[src/crmag_pkg.sv]
// Shared types and constants for the crop/rotate/mirror address generator.
package crmag_pkg;

    localparam int MAX_DIM = 16384;
    localparam int MAX_BPP = 16;
    localparam int BPP_W   = $clog2(MAX_BPP + 1);

    localparam logic KIND_START = 1'b0;
    localparam logic KIND_STEP  = 1'b1;

    typedef enum logic [1:0] {
        ST_OK     = 2'd0,
        ST_CROP   = 2'd1,
        ST_PIXELS = 2'd2,
        ST_IDLE   = 2'd3
    } t_status;

    typedef enum logic [1:0] {
        MIR_NONE = 2'd0,
        MIR_ROWS = 2'd1,
        MIR_COLS = 2'd2,
        MIR_RSVD = 2'd3
    } t_mirror;

    typedef enum logic [2:0] {
        REG_CROP_LEFT   = 3'd0,
        REG_CROP_TOP    = 3'd1,
        REG_CROP_WIDTH  = 3'd2,
        REG_CROP_HEIGHT = 3'd3,
        REG_TURNS       = 3'd4,
        REG_MIRROR      = 3'd5,
        REG_PITCH       = 3'd6,
        REG_BPP         = 3'd7
    } t_cfg_idx;

    typedef struct packed {
        logic [13:0] crop_left;
        logic [13:0] crop_top;
        logic [14:0] crop_width;
        logic [14:0] crop_height;
        logic [1:0]  quarter_turns;
        logic [1:0]  mirror_mode;
        logic [19:0] source_pitch;
        logic [4:0]  bytes_per_pixel;
        logic [29:0] crop_area;
    } t_cfg;

    typedef struct packed {
        logic             valid;
        t_status          status;
        logic             last;
        logic [14:0]      sy;
        logic [14:0]      sx;
        logic [27:0]      didx;
        logic [19:0]      pitch;
        logic [BPP_W-1:0] bpp;
    } t_work;

endpackage

[src/crmag_cfg.sv]
// Configuration register file with a running crop area product.
module crmag_cfg (
    input  logic                i_clk,
    input  logic                i_rst_n,
    input  logic                i_cfg_we,
    input  logic [2:0]          i_cfg_idx,
    input  logic [19:0]         i_cfg_data,
    output crmag_pkg::t_cfg     o_cfg
);
    import crmag_pkg::*;

    t_cfg        r_cfg;
    logic [29:0] area_w;
    logic [29:0] area_h;

    assign area_w = i_cfg_data[14:0] * r_cfg.crop_height;
    assign area_h = r_cfg.crop_width * i_cfg_data[14:0];

    always_ff @(posedge i_clk) begin
        if (!i_rst_n) begin
            r_cfg <= '{bytes_per_pixel: 5'd1, default: '0};
        end else if (i_cfg_we) begin
            unique case (t_cfg_idx'(i_cfg_idx))
                REG_CROP_LEFT:   r_cfg.crop_left <= i_cfg_data[13:0];
                REG_CROP_TOP:    r_cfg.crop_top <= i_cfg_data[13:0];
                REG_CROP_WIDTH: begin
                    r_cfg.crop_width <= i_cfg_data[14:0];
                    r_cfg.crop_area  <= area_w;
                end
                REG_CROP_HEIGHT: begin
                    r_cfg.crop_height <= i_cfg_data[14:0];
                    r_cfg.crop_area   <= area_h;
                end
                REG_TURNS:       r_cfg.quarter_turns <= i_cfg_data[1:0];
                REG_MIRROR:      r_cfg.mirror_mode <= i_cfg_data[1:0];
                REG_PITCH:       r_cfg.source_pitch <= i_cfg_data[19:0];
                REG_BPP:         r_cfg.bytes_per_pixel <= i_cfg_data[4:0];
            endcase
        end
    end

    assign o_cfg = r_cfg;

endmodule

[src/crmag_walk.sv]
// Frame control: start checks, raster walk and source coordinate mapping.
module crmag_walk (
    input  logic                i_clk,
    input  logic                i_rst_n,
    input  crmag_pkg::t_cfg     i_cfg,
    input  logic                i_valid,
    input  logic                i_kind,
    input  logic [14:0]         i_image_width,
    input  logic [14:0]         i_image_height,
    input  logic [28:0]         i_max_pixels,
    input  logic                i_take,
    output logic                o_ready,
    output crmag_pkg::t_work    o_work
);
    import crmag_pkg::*;

    logic             r_running;
    logic [13:0]      r_col;
    logic [13:0]      r_row;
    logic [14:0]      r_out_w;
    logic [14:0]      r_out_h;
    logic [27:0]      r_didx;
    logic [13:0]      r_lat_left;
    logic [13:0]      r_lat_top;
    logic [14:0]      r_lat_w;
    logic [14:0]      r_lat_h;
    logic [1:0]       r_lat_turns;
    logic [1:0]       r_lat_mirror;
    logic [19:0]      r_lat_pitch;
    logic [BPP_W-1:0] r_lat_bpp;
    t_work            r_work;
    t_work            n_work;

    logic             acc;
    logic             crop_ok;
    logic             area_ok;
    logic [6:0]       bpp_ext;
    logic [BPP_W-1:0] bpp_clamp;
    logic [13:0]      rx;
    logic [13:0]      ry;
    logic [13:0]      cx;
    logic [13:0]      cy;
    logic             col_end;
    logic             row_end;
    logic             last;

    assign o_ready = !r_work.valid || i_take;
    assign acc     = i_valid && o_ready;

    always_comb begin
        crop_ok = (i_cfg.crop_width != '0) && (i_cfg.crop_height != '0)
               && ({2'b0, i_cfg.crop_width} <= 17'(MAX_DIM))
               && ({2'b0, i_cfg.crop_height} <= 17'(MAX_DIM))
               && ({2'b0, i_cfg.crop_left} + {1'b0, i_cfg.crop_width}
                   <= {1'b0, i_image_width})
               && ({2'b0, i_cfg.crop_top} + {1'b0, i_cfg.crop_height}
                   <= {1'b0, i_image_height});
        area_ok = i_cfg.crop_area <= {1'b0, i_max_pixels};
        bpp_ext = 7'(i_cfg.bytes_per_pixel);
        if (bpp_ext == '0) begin
            bpp_clamp = BPP_W'(1);
        end else if (bpp_ext > 7'(MAX_BPP)) begin
            bpp_clamp = BPP_W'(MAX_BPP);
        end else begin
            bpp_clamp = BPP_W'(bpp_ext);
        end
    end

    always_comb begin
        rx = (t_mirror'(r_lat_mirror) == MIR_COLS)
           ? 14'(r_out_w - 15'd1 - {1'b0, r_col}) : r_col;
        ry = (t_mirror'(r_lat_mirror) == MIR_ROWS)
           ? 14'(r_out_h - 15'd1 - {1'b0, r_row}) : r_row;
        unique case (r_lat_turns)
            2'd0: begin
                cx = rx;
                cy = ry;
            end
            2'd1: begin
                cx = 14'(r_lat_w - 15'd1 - {1'b0, ry});
                cy = rx;
            end
            2'd2: begin
                cx = 14'(r_lat_w - 15'd1 - {1'b0, rx});
                cy = 14'(r_lat_h - 15'd1 - {1'b0, ry});
            end
            default: begin
                cx = ry;
                cy = 14'(r_lat_h - 15'd1 - {1'b0, rx});
            end
        endcase
        col_end = ({1'b0, r_col} + 15'd1) >= r_out_w;
        row_end = ({1'b0, r_row} + 15'd1) >= r_out_h;
        last    = col_end && row_end;
    end

    always_comb begin
        n_work       = '0;
        n_work.valid = 1'b1;
        if (i_kind == KIND_START) begin
            if (!crop_ok) begin
                n_work.status = ST_CROP;
            end else if (!area_ok) begin
                n_work.status = ST_PIXELS;
            end else begin
                n_work.status = ST_OK;
            end
        end else if (!r_running) begin
            n_work.status = ST_IDLE;
        end else begin
            n_work.status = ST_OK;
            n_work.last   = last;
            n_work.sy     = {1'b0, r_lat_top} + {1'b0, cy};
            n_work.sx     = {1'b0, r_lat_left} + {1'b0, cx};
            n_work.didx   = r_didx;
            n_work.pitch  = r_lat_pitch;
            n_work.bpp    = r_lat_bpp;
        end
    end

    always_ff @(posedge i_clk) begin
        if (!i_rst_n) begin
            r_running    <= 1'b0;
            r_col        <= '0;
            r_row        <= '0;
            r_out_w      <= '0;
            r_out_h      <= '0;
            r_didx       <= '0;
            r_lat_left   <= '0;
            r_lat_top    <= '0;
            r_lat_w      <= '0;
            r_lat_h      <= '0;
            r_lat_turns  <= '0;
            r_lat_mirror <= '0;
            r_lat_pitch  <= '0;
            r_lat_bpp    <= BPP_W'(1);
            r_work       <= '0;
        end else begin
            if (acc) begin
                r_work <= n_work;
            end else if (i_take) begin
                r_work.valid <= 1'b0;
            end
            if (acc && i_kind == KIND_START) begin
                r_running <= crop_ok && area_ok;
                if (crop_ok && area_ok) begin
                    r_lat_left   <= i_cfg.crop_left;
                    r_lat_top    <= i_cfg.crop_top;
                    r_lat_w      <= i_cfg.crop_width;
                    r_lat_h      <= i_cfg.crop_height;
                    r_lat_turns  <= i_cfg.quarter_turns;
                    r_lat_mirror <= i_cfg.mirror_mode;
                    r_lat_pitch  <= i_cfg.source_pitch;
                    r_lat_bpp    <= bpp_clamp;
                    r_out_w      <= i_cfg.quarter_turns[0] ? i_cfg.crop_height
                                                           : i_cfg.crop_width;
                    r_out_h      <= i_cfg.quarter_turns[0] ? i_cfg.crop_width
                                                           : i_cfg.crop_height;
                    r_col        <= '0;
                    r_row        <= '0;
                    r_didx       <= '0;
                end
            end else if (acc && r_running) begin
                if (last) begin
                    r_running <= 1'b0;
                end else begin
                    r_didx <= r_didx + 28'd1;
                    if (col_end) begin
                        r_col <= '0;
                        r_row <= r_row + 14'd1;
                    end else begin
                        r_col <= r_col + 14'd1;
                    end
                end
            end
        end
    end

    assign o_work = r_work;

    a_walk_in_frame: assert property (@(posedge i_clk) disable iff (!i_rst_n)
        r_running |-> ({1'b0, r_col} < r_out_w) && ({1'b0, r_row} < r_out_h))
        else $error("walk position outside output frame");

    a_last_stops: assert property (@(posedge i_clk) disable iff (!i_rst_n)
        acc && i_kind == KIND_STEP && r_running && last |=> !r_running)
        else $error("frame still running after last pixel");

    a_err_zero: assert property (@(posedge i_clk) disable iff (!i_rst_n)
        r_work.valid && r_work.status != ST_OK
        |-> r_work.sx == '0 && r_work.sy == '0 && r_work.didx == '0 && !r_work.last)
        else $error("error word carries coordinates");

endmodule

[src/crmag_addr.sv]
// Offset multipliers and output register.
module crmag_addr (
    input  logic                i_clk,
    input  logic                i_rst_n,
    input  crmag_pkg::t_work    i_work,
    input  logic                i_m_tready,
    output logic                o_take,
    output logic                o_valid,
    output logic [1:0]          o_status,
    output logic [35:0]         o_source_offset,
    output logic [31:0]         o_dest_offset,
    output logic                o_last
);
    import crmag_pkg::*;

    logic                r_out_valid;
    logic [1:0]          r_status;
    logic [35:0]         r_src;
    logic [31:0]         r_dst;
    logic                r_last;
    logic [34:0]         p_row;
    logic [14+BPP_W:0]   p_col;
    logic [27+BPP_W:0]   p_dst;

    assign o_take = i_work.valid && (!r_out_valid || i_m_tready);

    assign p_row = i_work.sy * i_work.pitch;
    assign p_col = i_work.sx * i_work.bpp;
    assign p_dst = i_work.didx * i_work.bpp;

    always_ff @(posedge i_clk) begin
        if (!i_rst_n) begin
            r_out_valid <= 1'b0;
        end else if (o_take) begin
            r_out_valid <= 1'b1;
        end else if (i_m_tready) begin
            r_out_valid <= 1'b0;
        end
    end

    always_ff @(posedge i_clk) begin
        if (o_take) begin
            r_status <= i_work.status;
            r_src    <= 36'(p_row) + 36'(p_col);
            r_dst    <= 32'(p_dst);
            r_last   <= i_work.last;
        end
    end

    assign o_valid         = r_out_valid;
    assign o_status        = r_status;
    assign o_source_offset = r_src;
    assign o_dest_offset   = r_dst;
    assign o_last          = r_last;

    a_take_fills: assert property (@(posedge i_clk) disable iff (!i_rst_n)
        o_take |=> r_out_valid)
        else $error("taken word did not reach output");

    a_err_offsets: assert property (@(posedge i_clk) disable iff (!i_rst_n)
        r_out_valid && r_status != ST_OK |-> r_src == '0 && r_dst == '0 && !r_last)
        else $error("error word with nonzero offsets");

endmodule

[src/crop_rotate_mirror_address_gen.sv]
// Top level of the crop/rotate/mirror address generator.
// A word accepted on the slave side passes the walk work register and then the output register to the master side.
// Throughput: one word per cycle, start and step words alike, under no backpressure.
// The rate is set by the coordinate stage and the multiplier stage.
// Reset (synchronous, active low) idles the walk and loads register defaults.
module crop_rotate_mirror_address_gen (
    input  logic         i_clk,
    input  logic         i_rst_n,
    input  logic         i_cfg_we,
    input  logic [2:0]   i_cfg_idx,
    input  logic [19:0]  i_cfg_data,
    input  logic         s_axis_tvalid,
    output logic         s_axis_tready,
    input  logic [63:0]  s_axis_tdata,   // image_width, image_height, max_pixels
    input  logic [0:0]   s_axis_tuser,   // kind
    output logic         m_axis_tvalid,
    input  logic         m_axis_tready,
    output logic [71:0]  m_axis_tdata,   // source_offset, dest_offset
    output logic [1:0]   m_axis_tuser,   // status
    output logic         m_axis_tlast
);
    import crmag_pkg::*;

    t_cfg        cfg;
    t_work       work;
    logic        take;
    logic [35:0] src;
    logic [31:0] dst;

    crmag_cfg u_cfg (
        .i_clk      (i_clk),
        .i_rst_n    (i_rst_n),
        .i_cfg_we   (i_cfg_we),
        .i_cfg_idx  (i_cfg_idx),
        .i_cfg_data (i_cfg_data),
        .o_cfg      (cfg)
    );

    crmag_walk u_walk (
        .i_clk          (i_clk),
        .i_rst_n        (i_rst_n),
        .i_cfg          (cfg),
        .i_valid        (s_axis_tvalid),
        .i_kind         (s_axis_tuser[0]),
        .i_image_width  (s_axis_tdata[14:0]),
        .i_image_height (s_axis_tdata[29:15]),
        .i_max_pixels   (s_axis_tdata[58:30]),
        .i_take         (take),
        .o_ready        (s_axis_tready),
        .o_work         (work)
    );

    crmag_addr u_addr (
        .i_clk           (i_clk),
        .i_rst_n         (i_rst_n),
        .i_work          (work),
        .i_m_tready      (m_axis_tready),
        .o_take          (take),
        .o_valid         (m_axis_tvalid),
        .o_status        (m_axis_tuser),
        .o_source_offset (src),
        .o_dest_offset   (dst),
        .o_last          (m_axis_tlast)
    );

    assign m_axis_tdata = {4'b0, dst, src};

endmodule

[config.mk]
export PLATFORM = sky130hd
export DESIGN_NAME = crop_rotate_mirror_address_gen
export DESIGN_NICKNAME = d
export VERILOG_FILES = /design/src/crmag_pkg.sv /design/src/crmag_cfg.sv /design/src/crmag_walk.sv /design/src/crmag_addr.sv /design/src/crop_rotate_mirror_address_gen.sv
export SDC_FILE = /design/constraint.sdc
export NUM_CORES = 2
export LEC_CHECK = 0
export ABC_AREA = 1
export BUFFER_PORTS_ARGS = -buffer_cell sky130_fd_sc_hd__buf_4
export CORE_ASPECT_RATIO = 0.8
export CORE_MARGIN = 1
export CORE_UTILIZATION = 66
export CTS_CLUSTER_DIAMETER = 50
export CTS_CLUSTER_SIZE = 14
export DETAILED_ROUTE_END_ITERATION = 16
export GPL_TIMING_DRIVEN = 0
export PLACE_DENSITY = 0.94
export SETUP_SLACK_MARGIN = 0.1
export SYNTH_ARGS = -nofsm -noshare
export SYNTH_HDL_FRONTEND = slang
export SYNTH_SLANG_ARGS = --single-unit
[constraint.sdc]
create_clock -name i_clk -period 8.7 [get_ports i_clk]
set_clock_uncertainty 0.1 [all_clocks]
set_input_delay 1.305 -clock i_clk [delete_from_list [all_inputs] [get_ports i_clk]]
set_output_delay 1.305 -clock i_clk [all_outputs]
set_load 0.01 [all_outputs]
# Word-level counts from Yosys, hierarchy flattened
# Index checks and enable logic that the tools add are counted.
# totals
reg_bits	448
latch_bits	0
ramBits	0
romBits	0
inputBits	93
output_inout_bits	77
elab_cells	157
mem_count	0
# classes
add_sub_neg	20
n_mul	5
n_div	0
n_lt_le_gt_ge	8
eq_ne	13
n_shift	0
n_mux	35
bitwise_logic	1
n_reduce_logical	39
# op_table
operator	count
$mux 84	2
$mux 14	11
$mux 28	4
$pmux 14 s3	2
$sub 14x14->14	6
$mul 15x15->30	2
$pmux 30 s2	1
$sub 14x1->14 const B	4
$add 35x20->36	1
$mul 15x20->35	1
$add 14x15->16	2
$le 16x15->1	2
$mul 28x5->32	1
$add 14x1->15 const B	2
$add 14x14->15	2
$ge 15x15->1	2
$le 15x15->1 const B	2
$le 30x29->1	1
$mux 15	2
$reduce_bool 15->1	2
$add 14x1->14 const B	2
$add 28x1->28 const B	1
$reduce_and 2->1	11
$mul 15x5->20	1
other kinds (20)	54

# Longest topological paths before layout
# depth
word_depth	9
depth_mapped	35
ltp_nobuf	35

# By module
# A second synthesis with hierarchy kept.
# hier_totals
cells_unflattened	8859
hier_area_um2	61876.8
# modules_own_cells
module	instances	cells_each	area_each_um2	seq_area_each_um2
crmag_cfg	1	3036	21197.8	2342.2
crmag_addr	1	2683	20447.1	2152.1
crmag_walk	1	3135	20198.1	5185.0
crop_rotate_mirror_address_gen	1	5	33.8	0.0

# Worst setup path before layout
# Ideal clock, no wire load.
# synth_path
path_type	input-to-reg
startpoint	input i_cfg_data[0]
endpoint	register u_cfg.r_cfg, in the netlist u_cfg.o_cfg[24]
arrival_ns	6.653
setup_slack_ns	1.839
path_stages	25
cell_sequence	clkbuf_1 > clkbuf_1 > nand2_1 > fa_1 > fa_1 > inv_1 > fa_1 > inv_1 > fa_1 > inv_1 > fa_1 > fa_1 > ha_1 > nand2_1 > o21ai_0 > inv_1 > nor2_1 > nor2_1 > nand3_1 > a21o_1 > or2_2 > nand3_1 > nand3_1 > nand2_1 > inv_1
# synth_between
elab_chain_cells	2
word_cells_on_any_way	3
# synth_lines
item	line	source
start: declaration	crop_rotate_mirror_address_gen.sv:11	input logic [19:0] i_cfg_data,
$mul 15x15->30, on equally long branches	crmag_cfg.sv:17, crmag_cfg.sv:16	
$pmux 30 s2 (*)	crmag_cfg.sv:23	unique case (t_cfg_idx'(i_cfg_idx))
end: declaration	crmag_cfg.sv:12	t_cfg r_cfg;
# Mark *: on every way between the ends. The rest lies on a longest branch, timed or not.
# A chain may end at the register's enable or synchronous reset.

# Worst setup path in the final report
# layout_path
startpoint	input i_cfg_data[7]
endpoint	register u_cfg.r_cfg, in the netlist u_cfg.o_cfg[22]
# Same word-level chain as after synthesis.

==> results.sh <==
export IMPL_netlist_area_mm2=0.05915
export IMPL_p_sw_mw=3.136
export IMPL_synth_flop_cell="dfxtp_1"
export IMPL_start_kind="input port"
export IMPL_worst_r2r_startpoint="u_walk.o_work[3]"
export IMPL_endpoint="u_cfg.o_cfg[22]"
export IMPL_wl_mm=190.1
export IMPL_area_growth_syn_to_layout_pct=7.205
export IMPL_fp_row_count=97
export IMPL_hold_class="flip-flop to flip-flop"
export IMPL_seqPwrFrac_pct=31.3
export IMPL_io_pins=170
export IMPL_min_period_over_period_pct=93.73
export IMPL_min_path_cells=2
export IMPL_crit_fanout=10
export IMPL_floorplan_initialDensity_pct=67.13
export IMPL_crit_top_cell="fa_1"
export IMPL_grt_pass1_vias=56200
export IMPL_multi_input_area_mm2=0.04126
export IMPL_tns_ns=0
export IMPL_synthArstFlopShare_pct=0
export IMPL_num_vias=56620
export IMPL_ys_types=52
export IMPL_cts_htree_levels=2
export IMPL_gr_total_overflow=0
export IMPL_die_x_um=336.7
export IMPL_synth_top_area_share_pct=24.54
export IMPL_cts_root_buf="clkbuf_16"
export IMPL_ctsHoldBuffers=0
export IMPL_post_cts_buffers=0
export IMPL_track_usage_pct=42.27
export IMPL_end_kind="flip-flop"
export IMPL_crit_type="input port to flip-flop"
export IMPL_finalSetupViolCount=0
export IMPL_p_leak_nw=35.18
export IMPL_power_total_mw=7.497
export IMPL_synth_edf_count=71
export IMPL_max_stage_delay_ns=0.94
export IMPL_slew_violations=0
export IMPL_ys_seq_elements=448
export IMPL_dpl_cell_count=9474
export IMPL_remaining_drc_errors=0
export IMPL_drt_iter0_markers=6698
export IMPL_antenna_found_initial=6
export IMPL_vias_per_cell=5.923
export IMPL_avgSynthCellArea_um2=7.272
export IMPL_synth_top_cells_by_area="fa_1 (25%), dfxtp_1 (13%), nand2_1 (12%)"
export IMPL_dp_hpwl_mm=155.6
export IMPL_syn_inst=8134
export IMPL_combPwrFrac_pct=40.5
export IMPL_cts_resized=0
export IMPL_grt_start_max_net_pins=34
export IMPL_finalNonFillerCells=9559
export IMPL_yosys_warnings=0
export IMPL_grt_pass1_wl_mm=299.6
export IMPL_cp_startpoint="i_cfg_data[7]"
export IMPL_die_h_um=269.8
export IMPL_yosysMostFrequentCell="nand2_1"
export IMPL_ff2ff_path_depth=24
export IMPL_yosysSeqAreaShare_pct=16.36
export IMPL_synth_top_area_cell="fa_1"
export IMPL_cts_sinks=448
export IMPL_cts_buffers=49
export IMPL_max_cap_viol_count=0
export IMPL_port_buffers=147
export IMPL_nFillCells=6857
export IMPL_avgRoutedWirePerCell_um=19.89
export IMPL_critPathSlowestCell="clkbuf_1"
export IMPL_r2r_slack_ns=0.68
export IMPL_rsz0062_at_grt="false"
export IMPL_r2r_end="u_addr.o_source_offset[21]"
export IMPL_report_final_hold_viol_count=0
export IMPL_arrival_ns=8.55
export IMPL_dieArea_mm2=0.09083
export IMPL_cts_path_max_buffers=3
export IMPL_tritoncts="yes"
export IMPL_gp_congestion=1.071
export IMPL_synth_commonest_cells="nand2_1 (1,952), inv_1 (1,766), fa_1 (725)"
export IMPL_p_per_area_mw_per_mm2=118.2
export IMPL_maxSlewHeadroom_pct=12.38
export IMPL_peakVddDrop_uv=171.4
export IMPL_min_period_ns=8.155
export IMPL_status="completed"
export IMPL_regArea_mm2=0.009679
export IMPL_nets=9740
export IMPL_clk_latency_ns=0.64
export IMPL_cp_required_ns=9.10
export IMPL_timing_fmax_mhz=122.6
export IMPL_hold_ws_ns=0.3447
export IMPL_p_int_mw=4.360
export IMPL_core_mm2=0.08811
export IMPL_cts_clk_slew_worst_paths_ns=0.07
export IMPL_clkPwrFrac_pct=28.2
export IMPL_drive_above_1_share_pct=3.825
export IMPL_ant_nets=0
export IMPL_tightest_slew_ns=1.314
export IMPL_firstDrtPassIters=9
export IMPL_swShare_pct=41.84
## critical path, delay by kind of cell
family	cells	cell delay (ns)
buf+inv	7	1.91
compound gates	4	1.06
simple gates	7	0.69
fa+ha+maj	7	3.57
## metal layers
layer | wire, µm | vias up | global-route usage (%) | share of wire, %
li1 | - | 25310 | - | -
met1 | 69980 | 26640 | 53.72 | 37
met2 | 80790 | 3833 | 63.44 | 42
met3 | 27720 | 829 | 14.75 | 15
met4 | 11570 | 6 | 21.88 | 6.1
met5 | 48 | - | 0 | 0.025
## area by class of cell
cell class	count	share of cell area, %
diodes	5	0.01973
plain buffers	374	2.457
clock buffers	56	2.042
clock inverters	24	0.4755
inverters	1779	10.53
multi-input cells	5536	65.06
flip-flops and latches	448	15.26
well taps	1188	2.344
repair buffers	149	1.803
## cells by family (layout without fill, tap and decap cells)
family | Yosys count | in the layout | share of synthesized area [%]
other | 1 | 9 | 0.006340
flip-flops | 448 | 448 | 16.36
adder cells (fa/ha/maj) | 1310 | 1310 | 36.91
AO/OA/AOI/OAI | 1204 | 1204 | 10.88
AND/OR/NAND/NOR | 2846 | 2846 | 19.37
buffers and inverters | 2153 | 2382 | 13.92
XOR/XNOR | 172 | 172 | 2.547
## power groups by stage
stage	Sequential (mW)	Clock, mW	Combinational [mW]
2_1_floorplan	2.35	0	2.06
3_3_place_gp	2.38	0	2.83
3_5_place_dp	2.39	0	2.90
4_1_cts	2.34	2.11	2.92
5_1_grt	2.36	2.18	3.34
6_report	2.35	2.11	3.04
## state kept, by name, indices dropped and copies added, names as in the netlist, 15 cells and up
signal	count
u_addr.o_source_offset	36
u_walk.r_out_w	15
u_walk.r_lat_pitch	20
u_walk.o_work	87
u_walk.r_didx	28
u_cfg.o_cfg	117
u_walk.r_out_h	15
u_addr.o_dest_offset	32
## layout by cell type (no fill, tap or decap), types with 9 or more instances in the layout
master / Yosys / routed
a21boi_0: 9 / 9
a21o_1: 16 / 16
a21oi_1: 597 / 596
a31oi_1: 31 / 31
buf_1: 19 / 19
buf_2: 43 / 43
buf_4: 5 / 152
buf_6: 9 / 9
clkbuf_1: 295 / 300
clkbuf_16: 0 / 51
clkinv_1: 10 / 11
dfxtp_1: 377 / 377
edfxtp_1: 71 / 71
fa_1: 725 / 725
ha_1: 585 / 585
inv_1: 1766 / 1766
nand2_1: 1952 / 1952
nand3_1: 271 / 271
nand3b_1: 12 / 12
nand4_1: 48 / 48
nor2_1: 438 / 438
nor3_1: 65 / 65
nor4_1: 12 / 12
o211ai_1: 38 / 38
o21a_1: 22 / 22
o21ai_0: 435 / 435
o21bai_1: 23 / 23
or2_2: 22 / 22
xnor2_1: 48 / 48
xor2_1: 124 / 124
## per-stage QoR
step / setup slack (ns) / instance area [µm²] / utilization, %
2_1_floorplan: 1.839 / 59160 / -
3_3_place_gp: 0.3537 / 61750 / 70.08
3_5_place_dp: 0.2910 / 61800 / 70.14
4_1_cts: 0.8868 / 63400 / 71.95
5_1_grt: 0.3478 / 63400 / 71.95
6_report: 0.5452 / 63410 / 71.97
## worst min-delay path by stage
stage | startpoint | end
final | u_walk.r_lat_bpp[0] | u_walk.o_work[0]
after global routing | u_walk.r_lat_bpp[0] | u_walk.o_work[0]
after CTS | u_walk.r_lat_bpp[0] | u_walk.o_work[0]
after detailed placement | u_walk.r_lat_pitch[17] | u_walk.o_work[22]
after global placement | u_walk.r_lat_bpp[4] | u_walk.r_lat_bpp[4]
after floorplan | u_walk.o_work[85] | u_addr.o_status[1]
Power figures use the tool's default switching activity.
